**src/rtl/key_debounce_click_detector_assert.svh**
```systemverilog
// Assertion shorthands used by the debouncer lane RTL.
`ifndef KEY_DEBOUNCE_CLICK_DETECTOR_ASSERT_SVH
`define KEY_DEBOUNCE_CLICK_DETECTOR_ASSERT_SVH

// same-cycle implication
`define KDCD_CHECK(lbl, ante, cons) \
   lbl: assert property (@(posedge clock) disable iff (reset) (ante) |-> (cons)) \
      else $error("kdcd check failed");

// next-cycle implication
`define KDCD_CHECK_NEXT(lbl, ante, cons) \
   lbl: assert property (@(posedge clock) disable iff (reset) (ante) |=> (cons)) \
      else $error("kdcd check failed");

`endif

```
**src/rtl/kdcd_pkg.sv**
```systemverilog
package kdcd_pkg;

   localparam int NUM_KEYS  = 4;   // 1..4
   localparam int TIME_BITS = 32;  // 16..32

   localparam int MAX_KEYS       = 4;
   localparam int PIN_BITS       = 4;
   localparam int FIELD_BITS     = 32;
   localparam int RUN_BITS       = 4;
   localparam int CSR_IDX_BITS   = 2;
   localparam int CSR_DATA_BITS  = 32;

   typedef logic [TIME_BITS-1:0]     time_type;
   typedef logic [FIELD_BITS-1:0]    field_type;
   typedef logic [RUN_BITS-1:0]      run_type;
   typedef logic [PIN_BITS-1:0]      pin_type;
   typedef logic [CSR_IDX_BITS-1:0]  csr_idx_type;
   typedef logic [CSR_DATA_BITS-1:0] csr_data_type;

   localparam csr_idx_type CSR_POLARITY    = 2'd0;
   localparam csr_idx_type CSR_DEBOUNCE    = 2'd1;
   localparam csr_idx_type CSR_CLICK_LIMIT = 2'd2;

   localparam pin_type   POLARITY_RESET    = 4'd8;
   localparam run_type   DEBOUNCE_RESET    = 4'd3;
   localparam field_type CLICK_LIMIT_RESET = 32'd800;

   localparam logic OP_TICK = 1'b0;
   localparam logic OP_INIT = 1'b1;

   // broadcast to every lane
   typedef struct packed {
      logic      fire;
      logic      init;
      time_type  now;
      run_type   debounce;
      field_type limit;
   } lane_cmd_type;

   // per-key state after the item, before the take mask
   typedef struct packed {
      logic     stable;
      logic     press;
      logic     release_ev;
      logic     click;
      time_type held;
   } lane_out_type;

endpackage

```
**src/rtl/kdcd_req_if.sv**
```systemverilog
interface kdcd_req_if;
   import kdcd_pkg::*;
   logic      valid;
   logic      ready;
   logic      opcode;
   pin_type   pin_levels;
   field_type now_ms;
   pin_type   take_mask;

   modport source (output valid, opcode, pin_levels, now_ms, take_mask, input ready);
   modport sink   (input valid, opcode, pin_levels, now_ms, take_mask, output ready);
endinterface

```
**src/rtl/kdcd_rsp_if.sv**
```systemverilog
interface kdcd_rsp_if;
   import kdcd_pkg::*;
   logic      valid;
   logic      ready;
   pin_type   pressed_levels;
   pin_type   press_events;
   pin_type   release_events;
   pin_type   click_events;
   field_type held_ms_key0;
   field_type held_ms_key1;
   field_type held_ms_key2;
   field_type held_ms_key3;

   modport source (output valid, pressed_levels, press_events, release_events,
                   click_events, held_ms_key0, held_ms_key1, held_ms_key2,
                   held_ms_key3, input ready);
   modport sink   (input valid, pressed_levels, press_events, release_events,
                   click_events, held_ms_key0, held_ms_key1, held_ms_key2,
                   held_ms_key3, output ready);
endinterface

```
**src/rtl/kdcd_csr_if.sv**
```systemverilog
interface kdcd_csr_if;
   import kdcd_pkg::*;
   logic         valid;
   logic         ready;
   csr_idx_type  index;
   csr_data_type data;

   modport source (output valid, index, data, input ready);
   modport sink   (input valid, index, data, output ready);
endinterface

```
**src/rtl/kdcd_lane.sv**
```systemverilog
`include "key_debounce_click_detector_assert.svh"

module kdcd_lane import kdcd_pkg::*; (
   input  logic         clock,
   input  logic         reset,
   input  lane_cmd_type cmd,
   input  logic         sample,
   input  logic         take,
   output lane_out_type result
);

   logic     stable_ff, stable_in;
   logic     prev_ff, prev_in;
   run_type  run_ff, run_in;
   time_type press_time_ff, press_time_in;
   logic     press_ff, press_in;
   logic     rel_ff, rel_in;
   logic     click_ff, click_in;
   time_type held_ff, held_in;
   time_type dur;
   run_type  run_step;
   logic     commit;

   always_comb begin
      dur      = cmd.now - press_time_ff;
      run_step = (run_ff < cmd.debounce) ? run_ff + 1'b1 : run_ff;
      stable_in     = stable_ff;
      prev_in       = prev_ff;
      run_in        = run_ff;
      press_time_in = press_time_ff;
      press_in      = press_ff;
      rel_in        = rel_ff;
      click_in      = click_ff;
      held_in       = held_ff;
      commit        = 1'b0;
      if (cmd.init) begin
         stable_in     = sample;
         prev_in       = sample;
         run_in        = '0;
         press_time_in = sample ? cmd.now : '0;
         press_in      = 1'b0;
         rel_in        = 1'b0;
         click_in      = 1'b0;
         held_in       = '0;
      end else begin
         prev_in = sample;
         run_in  = (sample == prev_ff) ? run_step : '0;
         commit  = (run_in >= cmd.debounce) && (sample != stable_ff);
         if (commit) begin
            stable_in = sample;
            if (sample) begin
               press_time_in = cmd.now;
               press_in      = 1'b1;
               held_in       = '0;
            end else begin
               rel_in   = 1'b1;
               click_in = (field_type'(dur) <= cmd.limit);
               held_in  = dur;
            end
         end
         // running hold time; a fresh press reads zero
         if (stable_in && !(commit && sample)) begin
            held_in = dur;
         end
      end
      result = '{stable: stable_in, press: press_in, release_ev: rel_in,
                 click: click_in, held: held_in};
   end

   always_ff @(posedge clock) begin
      if (reset) begin
         stable_ff     <= 1'b0;
         prev_ff       <= 1'b0;
         run_ff        <= '0;
         press_time_ff <= '0;
         press_ff      <= 1'b0;
         rel_ff        <= 1'b0;
         click_ff      <= 1'b0;
         held_ff       <= '0;
      end else if (cmd.fire) begin
         stable_ff     <= stable_in;
         prev_ff       <= prev_in;
         run_ff        <= run_in;
         press_time_ff <= press_time_in;
         press_ff      <= press_in & ~take;
         rel_ff        <= rel_in & ~take;
         click_ff      <= click_in & ~take;
         held_ff       <= held_in;
      end
   end

   `KDCD_CHECK_NEXT(a_init_settles, cmd.fire && cmd.init, run_ff == '0 && prev_ff == stable_ff)
   `KDCD_CHECK_NEXT(a_idle_holds, !cmd.fire, $stable(stable_ff) && $stable(press_time_ff))
   `KDCD_CHECK_NEXT(a_press_stamps, cmd.fire && commit && sample, press_time_ff == $past(cmd.now))
   `KDCD_CHECK(a_commit_needs_run, commit, run_in >= cmd.debounce)

endmodule

```
**src/rtl/kdcd_merge.sv**
```systemverilog
module kdcd_merge import kdcd_pkg::*; (
   input  logic              clock,
   input  logic              reset,
   input  logic              fire,
   input  lane_out_type      lanes [NUM_KEYS],
   output logic              ready,
   kdcd_rsp_if.source        rsp_ch
);

   logic      valid_ff;
   pin_type   level_ff, level_in;
   pin_type   press_ff, press_in;
   pin_type   rel_ff, rel_in;
   pin_type   click_ff, click_in;
   field_type held_ff [MAX_KEYS];
   field_type held_in [MAX_KEYS];

   assign ready = !valid_ff || rsp_ch.ready;

   always_comb begin
      level_in = '0;
      press_in = '0;
      rel_in   = '0;
      click_in = '0;
      for (int k = 0; k < MAX_KEYS; k++) begin
         held_in[k] = '0;
      end
      for (int k = 0; k < NUM_KEYS; k++) begin
         level_in[k] = lanes[k].stable;
         press_in[k] = lanes[k].press;
         rel_in[k]   = lanes[k].release_ev;
         click_in[k] = lanes[k].click;
         held_in[k]  = field_type'(lanes[k].held);
      end
   end

   always_ff @(posedge clock) begin
      if (reset) begin
         valid_ff <= 1'b0;
      end else if (fire) begin
         valid_ff <= 1'b1;
      end else if (rsp_ch.ready) begin
         valid_ff <= 1'b0;
      end
   end

   always_ff @(posedge clock) begin
      if (fire) begin
         level_ff <= level_in;
         press_ff <= press_in;
         rel_ff   <= rel_in;
         click_ff <= click_in;
         held_ff  <= held_in;
      end
   end

   assign rsp_ch.valid          = valid_ff;
   assign rsp_ch.pressed_levels = level_ff;
   assign rsp_ch.press_events   = press_ff;
   assign rsp_ch.release_events = rel_ff;
   assign rsp_ch.click_events   = click_ff;
   assign rsp_ch.held_ms_key0   = held_ff[0];
   assign rsp_ch.held_ms_key1   = held_ff[1];
   assign rsp_ch.held_ms_key2   = held_ff[2];
   assign rsp_ch.held_ms_key3   = held_ff[3];

endmodule

```
**src/rtl/key_debounce_click_detector.sv**
```systemverilog
// channel   dir  handshake      payload
// req_ch    in   valid/ready    opcode, pin_levels, now_ms, take_mask
// rsp_ch    out  valid/ready    pressed_levels, *_events, held_ms_key0..3
// csr_ch    in   valid/ready    index (0 polarity, 1 debounce, 2 click limit), data
//
// One transfer in per clock while not stalled, one result transfer out per item.
// Each key is a lane that updates its debounce state when the item is taken; the
// merge stage registers the result in a single output register.
// A new item is taken while that register is empty or being drained the same cycle;
// it stalls only while a result waits and rsp_ch.ready is low.
// Reset (synchronous) clears all per-key state and loads the register defaults;
// csr_ch is always ready.
module key_debounce_click_detector import kdcd_pkg::*; (
   input  logic       clock,
   input  logic       reset,
   kdcd_req_if.sink   req_ch,
   kdcd_rsp_if.source rsp_ch,
   kdcd_csr_if.sink   csr_ch
);

   pin_type      polarity_ff;
   run_type      debounce_ff;
   field_type    limit_ff;
   logic         ready;
   logic         fire;
   pin_type      samples;
   lane_cmd_type cmd;
   lane_out_type lanes [NUM_KEYS];

   // configuration: to be written only while idle, so no hazard with lanes; the block does not enforce this
   assign csr_ch.ready = 1'b1;

   always_ff @(posedge clock) begin
      if (reset) begin
         polarity_ff <= POLARITY_RESET;
         debounce_ff <= DEBOUNCE_RESET;
         limit_ff    <= CLICK_LIMIT_RESET;
      end else if (csr_ch.valid) begin
         case (csr_ch.index)
            CSR_POLARITY:    polarity_ff <= pin_type'(csr_ch.data);
            CSR_DEBOUNCE:    debounce_ff <= run_type'(csr_ch.data);
            CSR_CLICK_LIMIT: limit_ff    <= field_type'(csr_ch.data);
            default: ;  // unmapped index, dropped
         endcase
      end
   end

   // input transfer
   assign req_ch.ready = ready;
   assign fire         = req_ch.valid && ready;

   // pressed sample: level matches the key's polarity bit
   assign samples = ~(req_ch.pin_levels ^ polarity_ff);

   assign cmd = '{fire: fire,
                  init: (req_ch.opcode == OP_INIT),
                  now: time_type'(req_ch.now_ms),
                  debounce: debounce_ff,
                  limit: limit_ff};

   for (genvar k = 0; k < NUM_KEYS; k++) begin : g_lane
      kdcd_lane u_lane (
         .clock  (clock),
         .reset  (reset),
         .cmd    (cmd),
         .sample (samples[k]),
         .take   (req_ch.take_mask[k]),
         .result (lanes[k])
      );
   end

   // packs lane results, holds the output register
   kdcd_merge u_merge (
      .clock  (clock),
      .reset  (reset),
      .fire   (fire),
      .lanes  (lanes),
      .ready  (ready),
      .rsp_ch (rsp_ch)
   );

endmodule

```
**src/flat_wrapper.sv**
```systemverilog
// flat-port wrapper written by rule: the top's interface ports become plain ports
module key_debounce_click_detector_flat import kdcd_pkg::*;
  (clock, reset, req_ch_valid, req_ch_opcode, req_ch_pin_levels, req_ch_now_ms, req_ch_take_mask, req_ch_ready, rsp_ch_valid, rsp_ch_pressed_levels, rsp_ch_press_events, rsp_ch_release_events, rsp_ch_click_events, rsp_ch_held_ms_key0, rsp_ch_held_ms_key1, rsp_ch_held_ms_key2, rsp_ch_held_ms_key3, rsp_ch_ready, csr_ch_valid, csr_ch_index, csr_ch_data, csr_ch_ready);
  kdcd_req_if req_ch_i ();
  kdcd_rsp_if rsp_ch_i ();
  kdcd_csr_if csr_ch_i ();
  input  logic clock;
  input  logic reset;
  input wire logic [$bits(req_ch_i.valid)-1:0] req_ch_valid;
  input wire logic [$bits(req_ch_i.opcode)-1:0] req_ch_opcode;
  input wire logic [$bits(req_ch_i.pin_levels)-1:0] req_ch_pin_levels;
  input wire logic [$bits(req_ch_i.now_ms)-1:0] req_ch_now_ms;
  input wire logic [$bits(req_ch_i.take_mask)-1:0] req_ch_take_mask;
  output wire logic [$bits(req_ch_i.ready)-1:0] req_ch_ready;
  output wire logic [$bits(rsp_ch_i.valid)-1:0] rsp_ch_valid;
  output wire logic [$bits(rsp_ch_i.pressed_levels)-1:0] rsp_ch_pressed_levels;
  output wire logic [$bits(rsp_ch_i.press_events)-1:0] rsp_ch_press_events;
  output wire logic [$bits(rsp_ch_i.release_events)-1:0] rsp_ch_release_events;
  output wire logic [$bits(rsp_ch_i.click_events)-1:0] rsp_ch_click_events;
  output wire logic [$bits(rsp_ch_i.held_ms_key0)-1:0] rsp_ch_held_ms_key0;
  output wire logic [$bits(rsp_ch_i.held_ms_key1)-1:0] rsp_ch_held_ms_key1;
  output wire logic [$bits(rsp_ch_i.held_ms_key2)-1:0] rsp_ch_held_ms_key2;
  output wire logic [$bits(rsp_ch_i.held_ms_key3)-1:0] rsp_ch_held_ms_key3;
  input wire logic [$bits(rsp_ch_i.ready)-1:0] rsp_ch_ready;
  input wire logic [$bits(csr_ch_i.valid)-1:0] csr_ch_valid;
  input wire logic [$bits(csr_ch_i.index)-1:0] csr_ch_index;
  input wire logic [$bits(csr_ch_i.data)-1:0] csr_ch_data;
  output wire logic [$bits(csr_ch_i.ready)-1:0] csr_ch_ready;
  assign req_ch_i.valid = req_ch_valid;
  assign req_ch_i.opcode = req_ch_opcode;
  assign req_ch_i.pin_levels = req_ch_pin_levels;
  assign req_ch_i.now_ms = req_ch_now_ms;
  assign req_ch_i.take_mask = req_ch_take_mask;
  assign req_ch_ready = req_ch_i.ready;
  assign rsp_ch_valid = rsp_ch_i.valid;
  assign rsp_ch_pressed_levels = rsp_ch_i.pressed_levels;
  assign rsp_ch_press_events = rsp_ch_i.press_events;
  assign rsp_ch_release_events = rsp_ch_i.release_events;
  assign rsp_ch_click_events = rsp_ch_i.click_events;
  assign rsp_ch_held_ms_key0 = rsp_ch_i.held_ms_key0;
  assign rsp_ch_held_ms_key1 = rsp_ch_i.held_ms_key1;
  assign rsp_ch_held_ms_key2 = rsp_ch_i.held_ms_key2;
  assign rsp_ch_held_ms_key3 = rsp_ch_i.held_ms_key3;
  assign rsp_ch_i.ready = rsp_ch_ready;
  assign csr_ch_i.valid = csr_ch_valid;
  assign csr_ch_i.index = csr_ch_index;
  assign csr_ch_i.data = csr_ch_data;
  assign csr_ch_ready = csr_ch_i.ready;
  key_debounce_click_detector u_core (.clock(clock), .reset(reset), .req_ch(req_ch_i), .rsp_ch(rsp_ch_i), .csr_ch(csr_ch_i));
endmodule
```
**config.mk**
```make
export PLATFORM = sky130hd
export DESIGN_NAME = key_debounce_click_detector_flat
export DESIGN_NICKNAME = d
export VERILOG_FILES = /design/src/rtl/kdcd_pkg.sv /design/src/rtl/kdcd_req_if.sv /design/src/rtl/kdcd_rsp_if.sv /design/src/rtl/kdcd_csr_if.sv /design/src/rtl/kdcd_lane.sv /design/src/rtl/kdcd_merge.sv /design/src/rtl/key_debounce_click_detector.sv /design/src/flat_wrapper.sv
export VERILOG_INCLUDE_DIRS = /design/src /design/src/rtl
export SDC_FILE = /design/constraint.sdc
export NUM_CORES = 1
export LEC_CHECK = 0
export BUFFER_PORTS_ARGS = -buffer_cell sky130_fd_sc_hd__buf_4
export CAP_MARGIN = 0
export CORE_MARGIN = 1
export CORE_UTILIZATION = 55
export CTS_BUF_LIST = sky130_fd_sc_hd__clkbuf_16
export DETAILED_ROUTE_END_ITERATION = 8
export PLACE_DENSITY = 0.8
export SETUP_SLACK_MARGIN = 0.3
export SKIP_CTS_REPAIR_TIMING = 1
export SLEW_MARGIN = 0
export SYNTH_ARGS = -nofsm -noshare
export SYNTH_HDL_FRONTEND = slang
export SYNTH_SLANG_ARGS = --single-unit
```
**constraint.sdc**
```tcl
create_clock -name clock -period 19.8 [get_ports clock]
set_clock_uncertainty 0.2 [all_clocks]
set_input_delay 3.96 -clock clock [delete_from_list [all_inputs] [get_ports clock]]
set_output_delay 3.96 -clock clock [all_outputs]
set_load 0.005 [all_outputs]
```
==> metrics.md <==
| Metric | Value |
|---|---|
| Dominant synthesized flop cell | dfxtp_1 |
| Root buf cell | clkbuf_16 |
| Synth warn | 0 |
| Iteration-0 DRC Markers | ~2800 |
| Static leakage | 12.68 nW |
| Final Hold Viols | 0 |
| CP most frequent cell | inv_1 |
| Antenna-violating nets left | 0 |
| Ys async rst share | 0 |
| Post-synthesis compound-gate area fraction | 0.2284 |
| Post-synth EDFFs | 144 |
| Crit end category | flip-flop |
| Vias | ~25000 |
| Worst Min Path Start | u_core.g_lane[2].u_lane.press_time_ff[17] |
| FF-to-FF path depth | 16 |
| Post-synthesis sequential area ratio | 0.4006 |
| Vias in the first global route | between 20000 and 25000 |
| R2r setup slk | 14.28 ns |
| Die Wd | 225.3 µm |
| Slowest Stage Delay on Critical Path | about 0.62 ns |
| WHS | 0.2505 ns |
| Die Y | between 200 and 250 µm |
| Final Setup Violations | 0 |
| Post-Syn Nets | about 3400 |
| Distinct cells, synth | 75 |
| Min cycle time layout | about 8.6 ns |
| Hold path depth | 2 |
| Crit Path Category | in -> reg |
| Final #Nets | 3598 |
| Setup tns final | 0 ns |
| Clock Sink Count | around 480 |
| XOR/XNOR Fraction of Synth Area | 0.04310 |
| Share of cells above drive strength 1 | 0.1152 |
| Worst r2r dst | u_core.g_lane[3].u_lane.held_ff[12] |
| Post-layout util | 0.6390 |
| Register Area | 10990 µm² |
| Adder-cell share of the synthesized area | 0.1325 |
| CTS tree | yes |
| Worst slew pin tran | roughly 1.4 ns |
| Placed cells | ~3800 |
| Core ar. | roughly 49000 µm² |
| Initial core utilization | 0.5593 |
| Max IR drop VDD | 0.06931 mV |
| Area of the multi-input gates | between 15000 and 20000 µm² |
| Syn Std Cell Area | 27430 µm² |
| PwrDens | 85.52 nW/µm² |
| First-pass GRT wire length | between 100000 and 150000 µm |
| Slowest cell on crit path | o21ai_0 |
| Fill cells | about 4100 |
| Hold Path End | u_core.g_lane[2].u_lane.press_time_ff[17] |
| Final period util | 0.4323 |
| CP Max Fanout | 5 |
| Clk_lat worst skew | between 0.6 and 0.7 ns |
| Die ar. | 50770 µm² |
| Delay-heaviest family, CP | compound AO/OA/AOI/OAI gates |
| Largest net degree at the start of global routing | 95 |
| GP Congestion | about 0.98 |
| # IOs | between 200 and 250 |
| Slew HR | 0.09144 |
| Final instance count without filler cells | 3937 |
| Cell Area, Placed | 29740 µm² |
| TritonCTS buffer count | between 50 and 60 |
| Total GRT Usage | 0.3576 |
| Max Slew Vio Count | 0 |
| FMAX | 0.1168 GHz |
| DR WL/cell | 23.61 µm |
| Hold WC Path Type | reg -> reg |
| Cell Rows | between 80 and 90 |
| Vias per cell | 6.327 |
| Max-Cap Viols | 0 |
| Residual DRC count | 0 |
| Placed wire-length estimate | between 60000 and 70000 µm |
| Final wirelength | 92970 µm |
| Worst path cell trace | buf_4 > inv_1 > ha_1 > inv_1 > fa_1 > a21oi_1 > o21ai_1 > a211oi_1 > o21a_1 > o21ai_1 > o21a_1 > a211oi_1 > o21bai_1 > xnor2_1 > inv_1 > ha_1 > nand4_1 > nor3_1 > nand2_1 > o21ai_0 > mux2i_1 > nor2_1 |
| Clk pin slew, worst setup/hold paths | approximately 0.070 ns |
| Worst R2R Start | u_core.debounce_ff[1] |
| CTS max path bufs | 3 |
| Multiplexer area fraction after synthesis | 0.005473 |
| Port Buffers | 225 |
| WP buf/inv | 4 |
| Synth Area in Simple Gates | 0.1425 |
| Largest family of logic cells by synthesized area | compound AO/OA/AOI/OAI gates |
| Congestion Overflow GR | 0 |
| CP required | approximately 20 ns |
| Status | complete, no violations |
| Initial antenna violation count | 2 |
| CP Launch Type | input port |
| Layout Cell Area excl Fill | between 30000 and 40000 µm² |
| Gate Count Post-Synth | 3065 |
| Ant diodes | 0 |
| RSZ-0062 raised after global routing | false |
| Yosys reg bits | 477 |
| H-Tree Depth | 2 |
| First-pass iteration count of the detailed router | 6 |
| Syn avg cell area | just under 9 µm² |
| Worst EP arrival | slightly below 9 ns |
| Area Overhead vs Synth | 14.26% |
[per-stage QoR]
| stage | total power [mW] | worst slack, ns |
|---|---|---|
| after floorplan | 1.506 | 10.36 |
| after global placement | 1.720 | 10.89 |
| after detailed placement | 1.741 | 10.86 |
| after CTS | 2.663 | 11.24 |
| after global routing | 2.776 | 10.97 |
| final | 2.680 | 11.24 |
[power breakdown]
part	total [mW]	switching, mW	internal, mW
combinational	0.665	0.425	0.240
sequential	1.08	0.0244	1.05
clock	0.937	0.419	0.518
[Yosys cell counts, drive strengths merged (4+ instances only)]
| cell | number | area share |
|---|---|---|
| nand4 | 53 | 0.012 |
| or2 | 6 | 0.0014 |
| o21bai | 18 | 0.0049 |
| o221ai | 4 | 0.0015 |
| dfxtp | 333 | 0.24 |
| fa | 4 | 0.0029 |
| nor2b | 24 | 0.0055 |
| o21a | 20 | 0.0055 |
| nor2 | 224 | 0.031 |
| and3 | 10 | 0.0023 |
| nand2b | 27 | 0.0062 |
| xnor2 | 82 | 0.026 |
| a22o | 167 | 0.053 |
| buf | 19 | 0.0030 |
| xor2 | 53 | 0.017 |
| nand2 | 324 | 0.044 |
| mux2i | 15 | 0.0055 |
| or3 | 6 | 0.0014 |
| a211oi | 20 | 0.0058 |
| a31oi | 5 | 0.0016 |
| and2 | 9 | 0.0021 |
| nor3 | 25 | 0.0046 |
| edfxtp | 144 | 0.16 |
| a32o | 6 | 0.0022 |
| a2111oi | 5 | 0.0021 |
| nand3 | 155 | 0.028 |
| o21ai | 105 | 0.019 |
| a22oi | 73 | 0.020 |
| o211ai | 6 | 0.0016 |
| inv | 201 | 0.028 |
| a21o | 117 | 0.032 |
| ha | 284 | 0.13 |
| clkbuf | 123 | 0.017 |
| a211o | 7 | 0.0022 |
| o31ai | 11 | 0.0032 |
| a21oi | 336 | 0.062 |
[layout make-up]
type | count | area share
Timing Repair Buffer | 254 | 0.06096
Tap cell | 664 | 0.02651
Clock inverter | 44 | 0.009620
Multi-Input combinational cell | 2245 | 0.4865
Inverter | 201 | 0.02423
Clock buffer | 52 | 0.04152
Sequential cell | 477 | 0.3506
[how the worst max path moves through the flow]
stage	start	to	slack, ns	cells after the start
2_1_floorplan	rsp_ch_ready	u_core.u_merge.rsp_ch.click_events[0]	10.36	5
3_3_place_gp	req_ch_now_ms[0]	u_core.u_merge.rsp_ch.click_events[0]	10.89	22
3_5_place_dp	req_ch_now_ms[0]	u_core.u_merge.rsp_ch.click_events[0]	10.86	22
4_1_cts	rsp_ch_ready	req_ch_ready	11.24	3
5_1_grt	req_ch_now_ms[0]	u_core.u_merge.rsp_ch.click_events[0]	10.97	22
6_report	req_ch_now_ms[0]	u_core.u_merge.rsp_ch.click_events[0]	11.24	22
[cell usage in the layout (no fill, tap or decap), types with 7 or more instances in the layout]
master | synthesis | routed
a211o_1 | 7 | 7
a211oi_1 | 18 | 18
a21o_1 | 117 | 117
a21oi_1 | 331 | 331
a22o_1 | 167 | 167
a22oi_1 | 73 | 73
and2_1 | 9 | 9
and3_1 | 10 | 10
buf_4 | 1 | 253
clkbuf_16 | 0 | 52
clkinv_1 | 0 | 10
clkinv_2 | 0 | 14
dfxtp_1 | 333 | 333
edfxtp_1 | 144 | 144
ha_1 | 284 | 284
inv_1 | 201 | 209
mux2i_1 | 15 | 15
nand2_1 | 324 | 323
nand2b_1 | 27 | 27
nand3_1 | 155 | 155
nand4_1 | 53 | 53
nor2_1 | 224 | 216
nor2b_1 | 24 | 24
nor3_1 | 25 | 20
o21a_1 | 20 | 20
o21ai_0 | 78 | 78
o21ai_1 | 26 | 22
o21bai_1 | 18 | 18
o31ai_1 | 10 | 10
xnor2_1 | 82 | 82
xor2_1 | 53 | 53
[state kept, by name, summed over array words and instances (netlist names), 4 cells and up]
signal	count
u_core.u_merge.rsp_ch.pressed_levels	4
u_core.g_lane.u_lane.press_time_ff	128
u_core.g_lane.u_lane.rel_ff	4
u_core.polarity_ff	4
u_core.u_merge.rsp_ch.held_ms_key1	32
u_core.g_lane.u_lane.stable_ff	4
u_core.g_lane.u_lane.held_ff	128
u_core.u_merge.rsp_ch.release_events	4
u_core.u_merge.rsp_ch.held_ms_key0	32
u_core.u_merge.rsp_ch.press_events	4
u_core.g_lane.u_lane.press_ff	4
u_core.u_merge.rsp_ch.held_ms_key3	32
u_core.g_lane.u_lane.prev_ff	4
u_core.debounce_ff	4
u_core.u_merge.rsp_ch.held_ms_key2	32
u_core.limit_ff	32
u_core.g_lane.u_lane.click_ff	4
u_core.g_lane.u_lane.run_ff	16
u_core.u_merge.rsp_ch.click_events	4
[metal layers]
layer	wire, µm	part of all wire	vias up	track usage
met5	13	0.00014	-	0
met4	2873	0.031	2	0.1165
met3	9876	0.11	174	0.07679
met2	41440	0.45	1316	0.5643
met1	38760	0.42	12062	0.4858
li1	-	-	11357	-
[cell families (layout without fill, tap and decap cells)]
| group | Yosys count | count (layout) |
|---|---|---|
| adders and majority gates | 288 | 288 |
| buffers and inverters | 343 | 551 |
| muxes | 15 | 15 |
| xor gates and xnor gates | 135 | 135 |
| AOI/OAI and AO/OA | 929 | 929 |
| other | 1 | 1 |
| and+or+nand+nor | 877 | 877 |
| DFF | 477 | 477 |
[tightest hold or removal path, cell delays in order, from the launching register on]
cell and delay (ns):
dfxtp_1 0.31, nand2_1 0.05, a21oi_1 0.05
No activity file was read; power rests on OpenSTA's default activity.
